$ cat src/rtl/pse_pkg.sv
// shared types and constants of the pcm sample encoder
`timescale 1ns / 1ps

package pse_pkg;

    // widths of the stream fields
    localparam int SAMPLE_W = 16;
    localparam int IN_DATA_W = 2 * SAMPLE_W;
    localparam int OUT_DATA_W = 16;

    // configuration port
    localparam int CFG_INDEX_W = 2;
    localparam int CFG_DATA_W = 2;

    // register indexes
    localparam logic [CFG_INDEX_W-1:0] REG_WIDE_OUTPUT = 2'd0;
    localparam logic [CFG_INDEX_W-1:0] REG_ENCODING_MODE = 2'd1;
    localparam logic [CFG_INDEX_W-1:0] REG_DOWNMIX_PAIR = 2'd2;
    localparam logic [CFG_INDEX_W-1:0] REG_WIDE_SOURCE = 2'd3;

    // encoding modes, the unused code behaves as signed
    localparam logic [1:0] ENC_SIGNED = 2'd0;
    localparam logic [1:0] ENC_UNSIGNED = 2'd1;
    localparam logic [1:0] ENC_DELTA = 2'd2;

    // offsets for unsigned output
    localparam logic [SAMPLE_W-1:0] OFFSET_WIDE = 16'h8000;
    localparam logic [SAMPLE_W-1:0] OFFSET_NARROW = 16'h0080;

    // configuration register set
    typedef struct packed {
        logic       wide_output;
        logic [1:0] encoding_mode;
        logic       downmix_pair;
        logic       wide_source;
    } cfg_t;

endpackage

$ cat src/rtl/pcm_sample_encoder_top.sv
// top level of the pcm sample encoder: config registers, input register, stages
`timescale 1ns / 1ps

// PCM sample encoder, one input word gives one output word.
// Slave stream: s_tdata carries sample_a (bits 15:0) and sample_b (31:16),
// s_tuser is first_sample, s_tlast is last_sample.
// Master stream: m_tdata carries out_word (15:0), m_tlast copies last_sample.
// Config: cfg_we writes cfg_data into register cfg_index (0 wide_output,
// 1 encoding_mode, 2 downmix_pair, 3 wide_source) at the clock edge; write
// only while no word is in flight.
// Path: an accepted word goes into the input register, which feeds source
// select, downmix and coding in one pass into the output register behind m_tvalid.
// Throughput is one word per cycle while m_tready is high; the previous-value
// register is updated as each word enters the output register.
// Reset clears config, previous value and both valid flags.
// When m_tready is low the output word holds, the input register still takes
// one more word, and s_tready drops once both registers are full.

module pcm_sample_encoder_top
(
    input  logic                               clk,
    input  logic                               rst_n,
    // config write port
    input  logic                               cfg_we,
    input  logic [pse_pkg::CFG_INDEX_W-1:0]    cfg_index,
    input  logic [pse_pkg::CFG_DATA_W-1:0]     cfg_data,
    // input stream
    input  logic                               s_tvalid,
    output logic                               s_tready,
    input  logic [pse_pkg::IN_DATA_W-1:0]      s_tdata,   // sample_a, sample_b
    input  logic                               s_tuser,   // first_sample
    input  logic                               s_tlast,
    // output stream
    output logic                               m_tvalid,
    input  logic                               m_tready,
    output logic [pse_pkg::OUT_DATA_W-1:0]     m_tdata,   // out_word
    output logic                               m_tlast
);

    pse_pkg::cfg_t                    cfg_reg;
    pse_pkg::cfg_t                    cfg_next;
    logic                             in_valid_reg;
    logic                             in_valid_next;
    logic [pse_pkg::SAMPLE_W-1:0]     sample_a_reg;
    logic [pse_pkg::SAMPLE_W-1:0]     sample_b_reg;
    logic                             first_reg;
    logic                             last_reg;
    logic                             enc_ready;
    logic                             in_load;
    logic [pse_pkg::SAMPLE_W-1:0]     sample;

    // config register decode
    always_comb
    begin
        cfg_next = cfg_reg;
        if (cfg_we)
        begin
            unique case (cfg_index)
                pse_pkg::REG_WIDE_OUTPUT:   cfg_next.wide_output   = cfg_data[0];
                pse_pkg::REG_ENCODING_MODE: cfg_next.encoding_mode = cfg_data[1:0];
                pse_pkg::REG_DOWNMIX_PAIR:  cfg_next.downmix_pair  = cfg_data[0];
                pse_pkg::REG_WIDE_SOURCE:   cfg_next.wide_source   = cfg_data[0];
                default:                    cfg_next = cfg_reg;
            endcase
        end
    end

    // input register handshake
    assign s_tready = !in_valid_reg || enc_ready;
    assign in_load  = s_tvalid && s_tready;

    always_comb
    begin
        in_valid_next = in_valid_reg;
        if (in_load)
        begin
            in_valid_next = 1'b1;
        end
        else if (enc_ready)
        begin
            in_valid_next = 1'b0;
        end
    end

    always_ff @(posedge clk or negedge rst_n)
    begin
        if (!rst_n)
        begin
            cfg_reg      <= '0;
            in_valid_reg <= 1'b0;
        end
        else
        begin
            cfg_reg      <= cfg_next;
            in_valid_reg <= in_valid_next;
        end
    end

    // input payload
    always_ff @(posedge clk)
    begin
        if (in_load)
        begin
            sample_a_reg <= s_tdata[15:0];
            sample_b_reg <= s_tdata[31:16];
            first_reg    <= s_tuser;
            last_reg     <= s_tlast;
        end
    end

    // source select and downmix
    pse_src u_src
    (
        .cfg      (cfg_reg),
        .sample_a (sample_a_reg),
        .sample_b (sample_b_reg),
        .sample   (sample)
    );

    // coding and output register
    pse_enc u_enc
    (
        .clk          (clk),
        .rst_n        (rst_n),
        .cfg          (cfg_reg),
        .in_valid     (in_valid_reg),
        .in_ready     (enc_ready),
        .first_sample (first_reg),
        .last_sample  (last_reg),
        .sample       (sample),
        .out_valid    (m_tvalid),
        .out_ready    (m_tready),
        .out_word     (m_tdata),
        .out_last     (m_tlast)
    );

    // an accepted word is held in the input register next cycle
    a_accept_held: assert property (@(posedge clk) disable iff (!rst_n)
        (s_tvalid && s_tready) |=> in_valid_reg)
        else $error("accepted word not held in input register");

    // back pressure only when both registers are full and the output stalls
    a_stall_cause: assert property (@(posedge clk) disable iff (!rst_n)
        !s_tready |-> (in_valid_reg && m_tvalid && !m_tready))
        else $error("input stalled without full pipeline");

    // a pending input word moves on into the output register
    a_forward: assert property (@(posedge clk) disable iff (!rst_n)
        (in_valid_reg && (!m_tvalid || m_tready)) |=> m_tvalid)
        else $error("pending word did not reach output register");

endmodule

$ cat src/rtl/pse_src.sv
// source byte selection and optional rounded downmix of a sample pair
`timescale 1ns / 1ps

module pse_src
(
    input  pse_pkg::cfg_t                   cfg,
    input  logic [pse_pkg::SAMPLE_W-1:0]    sample_a,
    input  logic [pse_pkg::SAMPLE_W-1:0]    sample_b,
    output logic [pse_pkg::SAMPLE_W-1:0]    sample
);

    logic [pse_pkg::SAMPLE_W-1:0] src_a;
    logic [pse_pkg::SAMPLE_W-1:0] src_b;
    logic [pse_pkg::SAMPLE_W+1:0] pair_sum;

    // full word, high byte or low byte, sign extended
    function automatic logic [pse_pkg::SAMPLE_W-1:0] pick_source(
        input logic [pse_pkg::SAMPLE_W-1:0] raw,
        input logic                         wide_src,
        input logic                         wide_out
    );
        logic [7:0] byte_val;
        begin
            byte_val = wide_src ? raw[15:8] : raw[7:0];
            if (wide_src && wide_out)
            begin
                pick_source = raw;
            end
            else
            begin
                pick_source = {{8{byte_val[7]}}, byte_val};
            end
        end
    endfunction

    assign src_a = pick_source(sample_a, cfg.wide_source, cfg.wide_output);
    assign src_b = pick_source(sample_b, cfg.wide_source, cfg.wide_output);

    // floor((a + b + 1) / 2), result always fits the sample width
    assign pair_sum = {{2{src_a[15]}}, src_a} + {{2{src_b[15]}}, src_b} + 18'd1;

    assign sample = cfg.downmix_pair ? pair_sum[16:1] : src_a;

endmodule

$ cat src/rtl/pse_enc.sv
// encoding stage: previous value, signed/unsigned/delta coding and output register
`timescale 1ns / 1ps

module pse_enc
(
    input  logic                             clk,
    input  logic                             rst_n,
    input  pse_pkg::cfg_t                    cfg,
    input  logic                             in_valid,
    output logic                             in_ready,
    input  logic                             first_sample,
    input  logic                             last_sample,
    input  logic [pse_pkg::SAMPLE_W-1:0]     sample,
    output logic                             out_valid,
    input  logic                             out_ready,
    output logic [pse_pkg::OUT_DATA_W-1:0]   out_word,
    output logic                             out_last
);

    logic                             out_valid_reg;
    logic                             out_valid_next;
    logic [pse_pkg::OUT_DATA_W-1:0]   out_word_reg;
    logic                             out_last_reg;
    logic [pse_pkg::SAMPLE_W-1:0]     prev_reg;
    logic [pse_pkg::SAMPLE_W-1:0]     prev_next;
    logic [pse_pkg::SAMPLE_W-1:0]     prev_eff;
    logic [pse_pkg::SAMPLE_W-1:0]     coded;
    logic [pse_pkg::OUT_DATA_W-1:0]   word_next;
    logic                             load;

    // output register is free when empty or being taken
    assign in_ready = !out_valid_reg || out_ready;
    assign load = in_valid && in_ready;

    // first word of a pass starts the delta chain from zero
    assign prev_eff = first_sample ? '0 : prev_reg;

    // coding of one sample
    always_comb
    begin
        case (cfg.encoding_mode)
            pse_pkg::ENC_DELTA:
                coded = sample - prev_eff;
            pse_pkg::ENC_UNSIGNED:
                coded = sample + (cfg.wide_output ? pse_pkg::OFFSET_WIDE
                                                  : pse_pkg::OFFSET_NARROW);
            default:
                coded = sample;
        endcase
        word_next = cfg.wide_output ? coded : {8'd0, coded[7:0]};
    end

    // previous value follows the sample in delta mode only, else held or zeroed
    always_comb
    begin
        prev_next = prev_reg;
        if (load)
        begin
            if (cfg.encoding_mode == pse_pkg::ENC_DELTA)
            begin
                prev_next = sample;
            end
            else
            begin
                prev_next = prev_eff;
            end
        end
    end

    // output valid flag
    always_comb
    begin
        out_valid_next = out_valid_reg;
        if (load)
        begin
            out_valid_next = 1'b1;
        end
        else if (out_ready)
        begin
            out_valid_next = 1'b0;
        end
    end

    // control state
    always_ff @(posedge clk or negedge rst_n)
    begin
        if (!rst_n)
        begin
            out_valid_reg <= 1'b0;
            prev_reg      <= '0;
        end
        else
        begin
            out_valid_reg <= out_valid_next;
            prev_reg      <= prev_next;
        end
    end

    // result payload
    always_ff @(posedge clk)
    begin
        if (load)
        begin
            out_word_reg <= word_next;
            out_last_reg <= last_sample;
        end
    end

    assign out_valid = out_valid_reg;
    assign out_word  = out_word_reg;
    assign out_last  = out_last_reg;

endmodule

$ cat config.mk
export PLATFORM = sky130hd
export DESIGN_NAME = pcm_sample_encoder_top
export DESIGN_NICKNAME = d
export VERILOG_FILES = /design/src/rtl/pse_pkg.sv /design/src/rtl/pcm_sample_encoder_top.sv /design/src/rtl/pse_src.sv /design/src/rtl/pse_enc.sv
export SDC_FILE = /design/constraint.sdc
export NUM_CORES = 1
export LEC_CHECK = 0
export ABC_AREA = 0
export BUFFER_PORTS_ARGS = -buffer_cell sky130_fd_sc_hd__buf_2
export CAP_MARGIN = 20
export CORE_ASPECT_RATIO = 2
export CORE_MARGIN = 2
export CORE_UTILIZATION = 45
export CTS_BUF_LIST = sky130_fd_sc_hd__clkbuf_16
export DETAILED_ROUTE_END_ITERATION = 16
export GPL_ROUTABILITY_DRIVEN = 0
export PLACE_DENSITY_LB_ADDON = 0.25
export SYNTH_ARGS = -nofsm -noshare
export SYNTH_HDL_FRONTEND = slang
export SYNTH_SLANG_ARGS = --single-unit
$ cat constraint.sdc
create_clock -name clk -period 6.4 [get_ports clk]
set_input_delay 1.28 -clock clk [delete_from_list [all_inputs] [get_ports clk]]
set_output_delay 1.28 -clock clk [all_outputs]
set_load 0.1 [all_outputs]
# == Word-level counts from Yosys, hierarchy flattened ==
# Cells that the tools add are included.
# word_totals
output_inout_bits,19
reg_bits,74
in_bits,43
# op_classes
eq_ne,5
muxes,13
reduce_logical,14
addsub,4
# ops
operator,n
16-bit two-way mux,6
16-bit case mux with 2 select lines,1
16-bit by 16-bit adder with 17-bit output,1
17-bit by 1-bit adder with 17-bit output (second input constant),1
16-bit adder,1
8-bit two-way mux,2
16-bit subtractor,1
2-bit AND reduction,4
2-bit == test (second input constant),3
2-bit by 1-bit == test with 1-bit output (second input constant),2
1-bit two-way mux,4
2-bit nonzero test,2
1-bit logical AND,3
1-bit logical NOT,2
2-bit logical NOT,1
1-bit logical OR,2

# == Logic depth before layout (Yosys ltp) ==
# logic_depth
ltp_word,7
ltp_mapped,22
ltp_nobuf,19

# == Cells and area by module ==
# From an unflattened synthesis, not the netlist that was laid out.
# hier_totals
hier_cells,532
hier_area_um2,5262.5
# modules_own_cells
mod,area_per_inst_um2,instances,cells_each
pse_enc,2686.3,1,299
pse_src,1302.5,1,181
pcm_sample_encoder_top,1273.7,1,52

# == Worst setup path after synthesis ==
# OpenSTA, ideal clock, no wires.
# synth_timing
path_kind,register to register
start,register cfg_reg[0] (netlist name)
end,"register u_enc.out_word_reg, in the netlist u_enc.out_word[15] (data pin)"
setup_slack_ns,1.799
t_required_ns,6.143
setup_ns,0.257
n_path_buf,3
path_stages_with_launch,21
t_arrival_ns,4.344
cell_sequence,dfrtp_1 -> buf_2 -> nand2b_1 -> buf_2 -> buf_2 -> mux2_2 -> ha_1 -> a21oi_1 -> o21ai_0 -> o21ai_1 -> a21boi_1 -> or3_1 -> a31oi_1 -> inv_1 -> ha_1 -> a21o_1 -> o2111ai_2 -> a211oi_1 -> or3b_1 -> a21oi_1 -> nor3_2
# synth_between
elab_chain_len,7
elab_cells_between_ends,11
# synth_lines
element,line_no,text
start: declaration,pcm_sample_encoder_top.sv:40,pse_pkg::cfg_t cfg_reg;
start signal: assignment,pcm_sample_encoder_top.sv:94,cfg_reg <= cfg_next;
8-bit two-way mux or 1-bit logical AND (tied branches),"pse_src.sv:24, pse_src.sv:25",
16-bit two-way mux,pse_src.sv:25,if (wide_src && wide_out)
16-bit by 16-bit adder with 17-bit output,pse_src.sv:40,"assign pair_sum = {{2{src_a[15]}}, src_a} + {{2{src_b[15]}}, src_b} + 18'd1;"
17-bit by 1-bit adder with 17-bit output,pse_src.sv:40,
16-bit two-way mux (*),pse_src.sv:42,assign sample = cfg.downmix_pair ? pair_sum[16:1] : src_a;
16-bit adder or 16-bit subtractor (tied branches),"pse_enc.sv:45, pse_enc.sv:43",
16-bit case mux with 2 select lines (*),pse_enc.sv:41,case (cfg.encoding_mode)
end signal: assignment,pse_enc.sv:104,out_word_reg <= word_next;
end: declaration,pse_enc.sv:22,logic [pse_pkg::OUT_DATA_W-1:0] out_word_reg;
# Every way passes the cells marked *; elsewhere a longest branch is shown, timed or not.
# A chain may end at the register's enable or synchronous reset.

# == Final worst setup path ==
# layout_timing
start,register cfg_reg[4] (netlist name)
end,"register u_enc.out_word_reg, in the netlist u_enc.out_word[15] (data pin)"
# layout_between
elab_chain_len,7
elab_cells_between_ends,10
# layout_lines
element,line_no
1-bit logical AND,pse_src.sv:25
16-bit two-way mux,pse_src.sv:25
16-bit by 16-bit adder with 17-bit output,pse_src.sv:40
17-bit by 1-bit adder with 17-bit output,pse_src.sv:40
16-bit two-way mux,pse_src.sv:42
16-bit adder or 16-bit subtractor (tied branches),"pse_enc.sv:45, pse_enc.sv:43"
16-bit case mux with 2 select lines,pse_enc.sv:41
# Several ways; a longest one is shown, not always the timed one.

==> implementation parameters <==
Parameter                              Value

Synth
  Top FF cell, synth ... sky130_fd_sc_hd__edfxtp_1
  Fraction of synthesis flops using an asynchronous set or reset pin ... 31.1%
  Post-synth EDFFs ... 51
  Number of standard cells after synthesis ... 527
  Largest cells by area after synthesis ... sky130_fd_sc_hd__edfxtp_1 (30%), sky130_fd_sc_hd__dfrtp_1 (11%), sky130_fd_sc_hd__ha_1 (8.2%), sky130_fd_sc_hd__mux2_2 (4.8%), sky130_fd_sc_hd__a21oi_1 (4.2%)
  Post-Syn Area ... 5170 sq um
  Fraction of synthesized cell area in xor and xnor cells ... 4.58%
  Synthesis-stage register bit count ... 74
  Area share of fa/ha/maj cells after synthesis ... 9.01%
  Complex-gate fraction of the synthesized area ... 20.6%
  Top-area cell type share of the netlist area ... 29.6%
  Mux share of post-synthesis cell area ... 6.54%
  Distinct cell type count after synthesis ... 68
  Sequential share of the synthesized area ... 40.8%
  Avg Cell Area, Syn ... 9.80 sq um
  Dominant combinational cell family by area after synthesis ... compound AO/OA/AOI/OAI gates
  Library cell with the largest summed area after synthesis ... sky130_fd_sc_hd__edfxtp_1
  Synthesized-area fraction occupied by and/or/nand/nor cells ... 14.6%
  Synthesized net count ... 606
  Number of warnings reported in the yosys synthesis log ... 0

Critical path
  Endpoint class of the critical path ... flop
  R2r worst-path depth ... 18
  Critical path launch point type ... flop
  Data required time of the worst path ... 6.48 ns
  Crit Reg-Reg Endpoint ... u_enc.out_word[15]
  CP Cell Sequence ... nand2b_1, mux2_2, ha_1, a21oi_1, o21ai_0, o21ai_1, o21ai_1, xor2_1, mux2i_1, inv_1, ha_1, a21oi_1, nor2_1, a2111oi_2, a211oi_1, or3b_1, a21oi_1, nor3_2
  Crit path max-delay family ... compound AO/OA/AOI/OAI gates
  Largest fanout on the critical path ... 17
  Crit path buf inv count ... 1
  Crit Path Class ... flop to flop
  Critical Path AT ... 5.66 ns
  Crit-path most repeated cell ... sky130_fd_sc_hd__a21oi_1
  Total number of cells along the worst setup path ... 18
  Slowest cell on crit path ... sky130_fd_sc_hd__nand2b_1
  Origin of the critical flop-to-flop path ... cfg_reg[4]
  Register-to-register setup slack ... 0.82 ns
  Crit-path max cell delay ... 0.74 ns

Status
  Run status ... complete, no violations

Clock tree
  Clock latency reported for the late side of the worst-skew pair ... 0.34 ns
  CTS tree ... built
  Number of CTS-inserted buffers ... 9
  Buffers inserted by post-CTS timing repair ... 0
  Number of buffers between clock root and the deepest sink ... 2
  Deepest level of the CTS H-tree ... 3
  CTS hold repair buffers ... 0
  # clock sinks ... 74
  Root Driver ... sky130_fd_sc_hd__clkbuf_16
  Clock slew at the register clock pins of the worst setup and hold paths ... 0.06 ns
  Post-CTS Resized ... 0

Placement
  Worst slack at placement ... 0.921 ns
  Detail Placement HPWL ... 10.5 mm
  Number of port buffers ... 61
  Cell count after placement ... 714

Die
  Top-level port count ... 62
  Initial core utilization ... 45.8%
  Floorplan row count ... 55
  Vertical die dimension ... 156 microns
  Horiz. Die Dim ... 79.8 microns
  Die Footprint ... 12400 sq um
  Placeable core region ... 11300 sq um

Timing
  Fin. max-slew vios ... 0
  Shortest period the worst path allows ... 5.58 ns
  Unrepaired setup endpoints after global routing ... no
  Post-route fraction of the period consumed by the critical path ... 87.2%
  Sum of negative setup slack ... 0 ns
  Final worst setup slack ... 0.821 ns
  Clock skew ... 0.00783 ns
  Final setup viols ... 0
  Count of final hold-check violations ... 0
  Fmax ... 179 MHz
  Worst slew margin relative to its limit ... 36.2%
  Worst-Margin Slew ... 0.958 ns

Global routing
  Number of antenna violations at the first check in global routing ... 0
  Wire length of the first global-routing pass ... 21.8 mm
  Total track usage ... 23.1%
  Total congestion overflow ... 0
  Pin count of the biggest net entering global routing ... 35
  Global routing met1 resource utilization ... 23.1%
  Met3 routing resource usage after global routing ... 3.13%
  Global Route met2 Usage ... 42.6%
  Most heavily used metal layer in global routing ... met2
  Via count of the first global-routing pass ... 4467

Finish
  Area Overhead vs Synth ... 13.8%
  Layout Cells excl Fill ... 730
  Filler Cells Inserted ... 1050
  Final #Nets ... 662
  Fraction of final layout cells sized beyond drive strength 1 ... 19.2%
  Number of diodes ... 0

Route
  Vias after detailed routing ... 4259
  Routed wire length ... 13.4 mm
  DR WL/cell ... 18.3 microns
  Detail-routed via count per cell ... 5.83
  Post-route DRC violation count ... 0
  Drt first-iter violations ... 224
  Drt pass-1 iters ... 4
  Antenna-violating nets left ... 0

Min path
  Class of the most critical hold timing path ... flop to flop
  Cells on Worst Hold Path ... 0
  Hold path startpoint ... last_reg
  Sink of the worst hold path ... u_enc.out_last

Pwr
  Static leakage ... 2.50 nW
  Worst IR Drop VDD ... 0.000213 V
  Power per Cell Area ... 524 nW/um^2

Flow run
  Reported max-cap violation count ... 0
[worst max path at each step]
stage,start,end,slack [ns]
global route,cfg_reg[4],u_enc.out_word[15],0.48
detailed placement,cfg_reg[4],u_enc.out_word[15],0.92
CTS,cfg_reg[4],u_enc.out_word[15],0.90
global placement,cfg_reg[4],u_enc.out_word[15],1.06
finish,cfg_reg[4],u_enc.out_word[15],0.82
floorplan,cfg_reg[0],u_enc.out_word[15],1.80
[placed cells by master (no fill, tap or decap), types with 4 or more instances in the layout]
master,n
sky130_fd_sc_hd__xnor2_1,15
sky130_fd_sc_hd__o21bai_1,6
sky130_fd_sc_hd__ha_1,34
sky130_fd_sc_hd__o21ai_0,22
sky130_fd_sc_hd__xor2_1,12
sky130_fd_sc_hd__nand2_1,51
sky130_fd_sc_hd__nor3_1,15
sky130_fd_sc_hd__a22o_1,7
sky130_fd_sc_hd__clkbuf_16,9
sky130_fd_sc_hd__nand2b_1,8
sky130_fd_sc_hd__buf_2,61
sky130_fd_sc_hd__o21ai_1,17
sky130_fd_sc_hd__inv_1,25
sky130_fd_sc_hd__o211ai_1,7
sky130_fd_sc_hd__nand3_1,10
sky130_fd_sc_hd__nor2_1,36
sky130_fd_sc_hd__mux2_2,22
sky130_fd_sc_hd__dfrtp_1,23
sky130_fd_sc_hd__o21a_1,14
sky130_fd_sc_hd__mux2i_1,9
sky130_fd_sc_hd__a31oi_1,4
sky130_fd_sc_hd__edfxtp_1,51
sky130_fd_sc_hd__a21oi_1,43
sky130_fd_sc_hd__and2_1,5
sky130_fd_sc_hd__a21o_1,10
[routing by layer]
metal  up-vias  part of all wire, %
met4         0                  6.8
met2       125                   56
met5         -                    0
met1      2011                   34
li1       2073                    -
met3        50                  3.2
[power by group]
group          internal, mW  switching (mW)
sequential            0.637          0.0801
combinational         0.669            1.17
clock                 0.337           0.189
total                  1.64            1.44
[worst register-to-register path, cell delays in order, from the launching register on]
cell and delay (ns):
sky130_fd_sc_hd__dfrtp_1 0.61, sky130_fd_sc_hd__nand2b_1 0.74, sky130_fd_sc_hd__mux2_2 0.45, sky130_fd_sc_hd__ha_1 0.35, sky130_fd_sc_hd__a21oi_1 0.27, sky130_fd_sc_hd__o21ai_0 0.18
sky130_fd_sc_hd__o21ai_1 0.24, sky130_fd_sc_hd__o21ai_1 0.13, sky130_fd_sc_hd__xor2_1 0.17, sky130_fd_sc_hd__mux2i_1 0.32, sky130_fd_sc_hd__inv_1 0.08, sky130_fd_sc_hd__ha_1 0.33
sky130_fd_sc_hd__a21oi_1 0.21, sky130_fd_sc_hd__nor2_1 0.08, sky130_fd_sc_hd__a2111oi_2 0.35, sky130_fd_sc_hd__a211oi_1 0.16, sky130_fd_sc_hd__or3b_1 0.42, sky130_fd_sc_hd__a21oi_1 0.19
sky130_fd_sc_hd__nor3_2 0.06
[kinds of logic after synthesis]
| group | Yosys count |
|---|---|
| flops | 74 |
| compound gates | 163 |
| fa+ha+maj | 36 |
| mux | 31 |
| buf+inv | 44 |
| xor+xnor | 27 |
| simple gates | 152 |
[synthesized netlist by cell type, drive strengths merged, types with 7 or more instances]
cell type,n
a21o,11
a21oi,43
a22o,7
clkbuf,13
dfrtp,23
edfxtp,51
ha,34
inv,25
mux2,22
mux2i,9
nand2,51
nand2b,8
nand3,10
nor2,36
nor3,17
o211ai,7
o21a,14
o21ai,39
xnor2,15
xor2,12
[final cells by class]
class	count	area, sq um	share of cell area (%)
inverter	25	93.8	1.60
sequential	74	2110	35.8
clock buffer	9	225	3.83
timing repair buffer	64	328	5.58
multi-input combinational	409	2860	48.7
clock inverter	7	85.1	1.45
tap	142	178	3.02
[stage by stage]
step                      hold slack, ns  util, %  cell area [sq um]  total power, mW
after floorplan                    0.400        -               5170             2.19
after global placement             0.406     49.3               5570             2.50
after detailed placement           0.412     49.3               5570             2.54
after CTS                          0.425     52.1               5880             3.08
after global routing               0.424     52.1               5880             3.31
final                              0.421     52.1               5880             3.08
(Power assumes the default switching activity.)
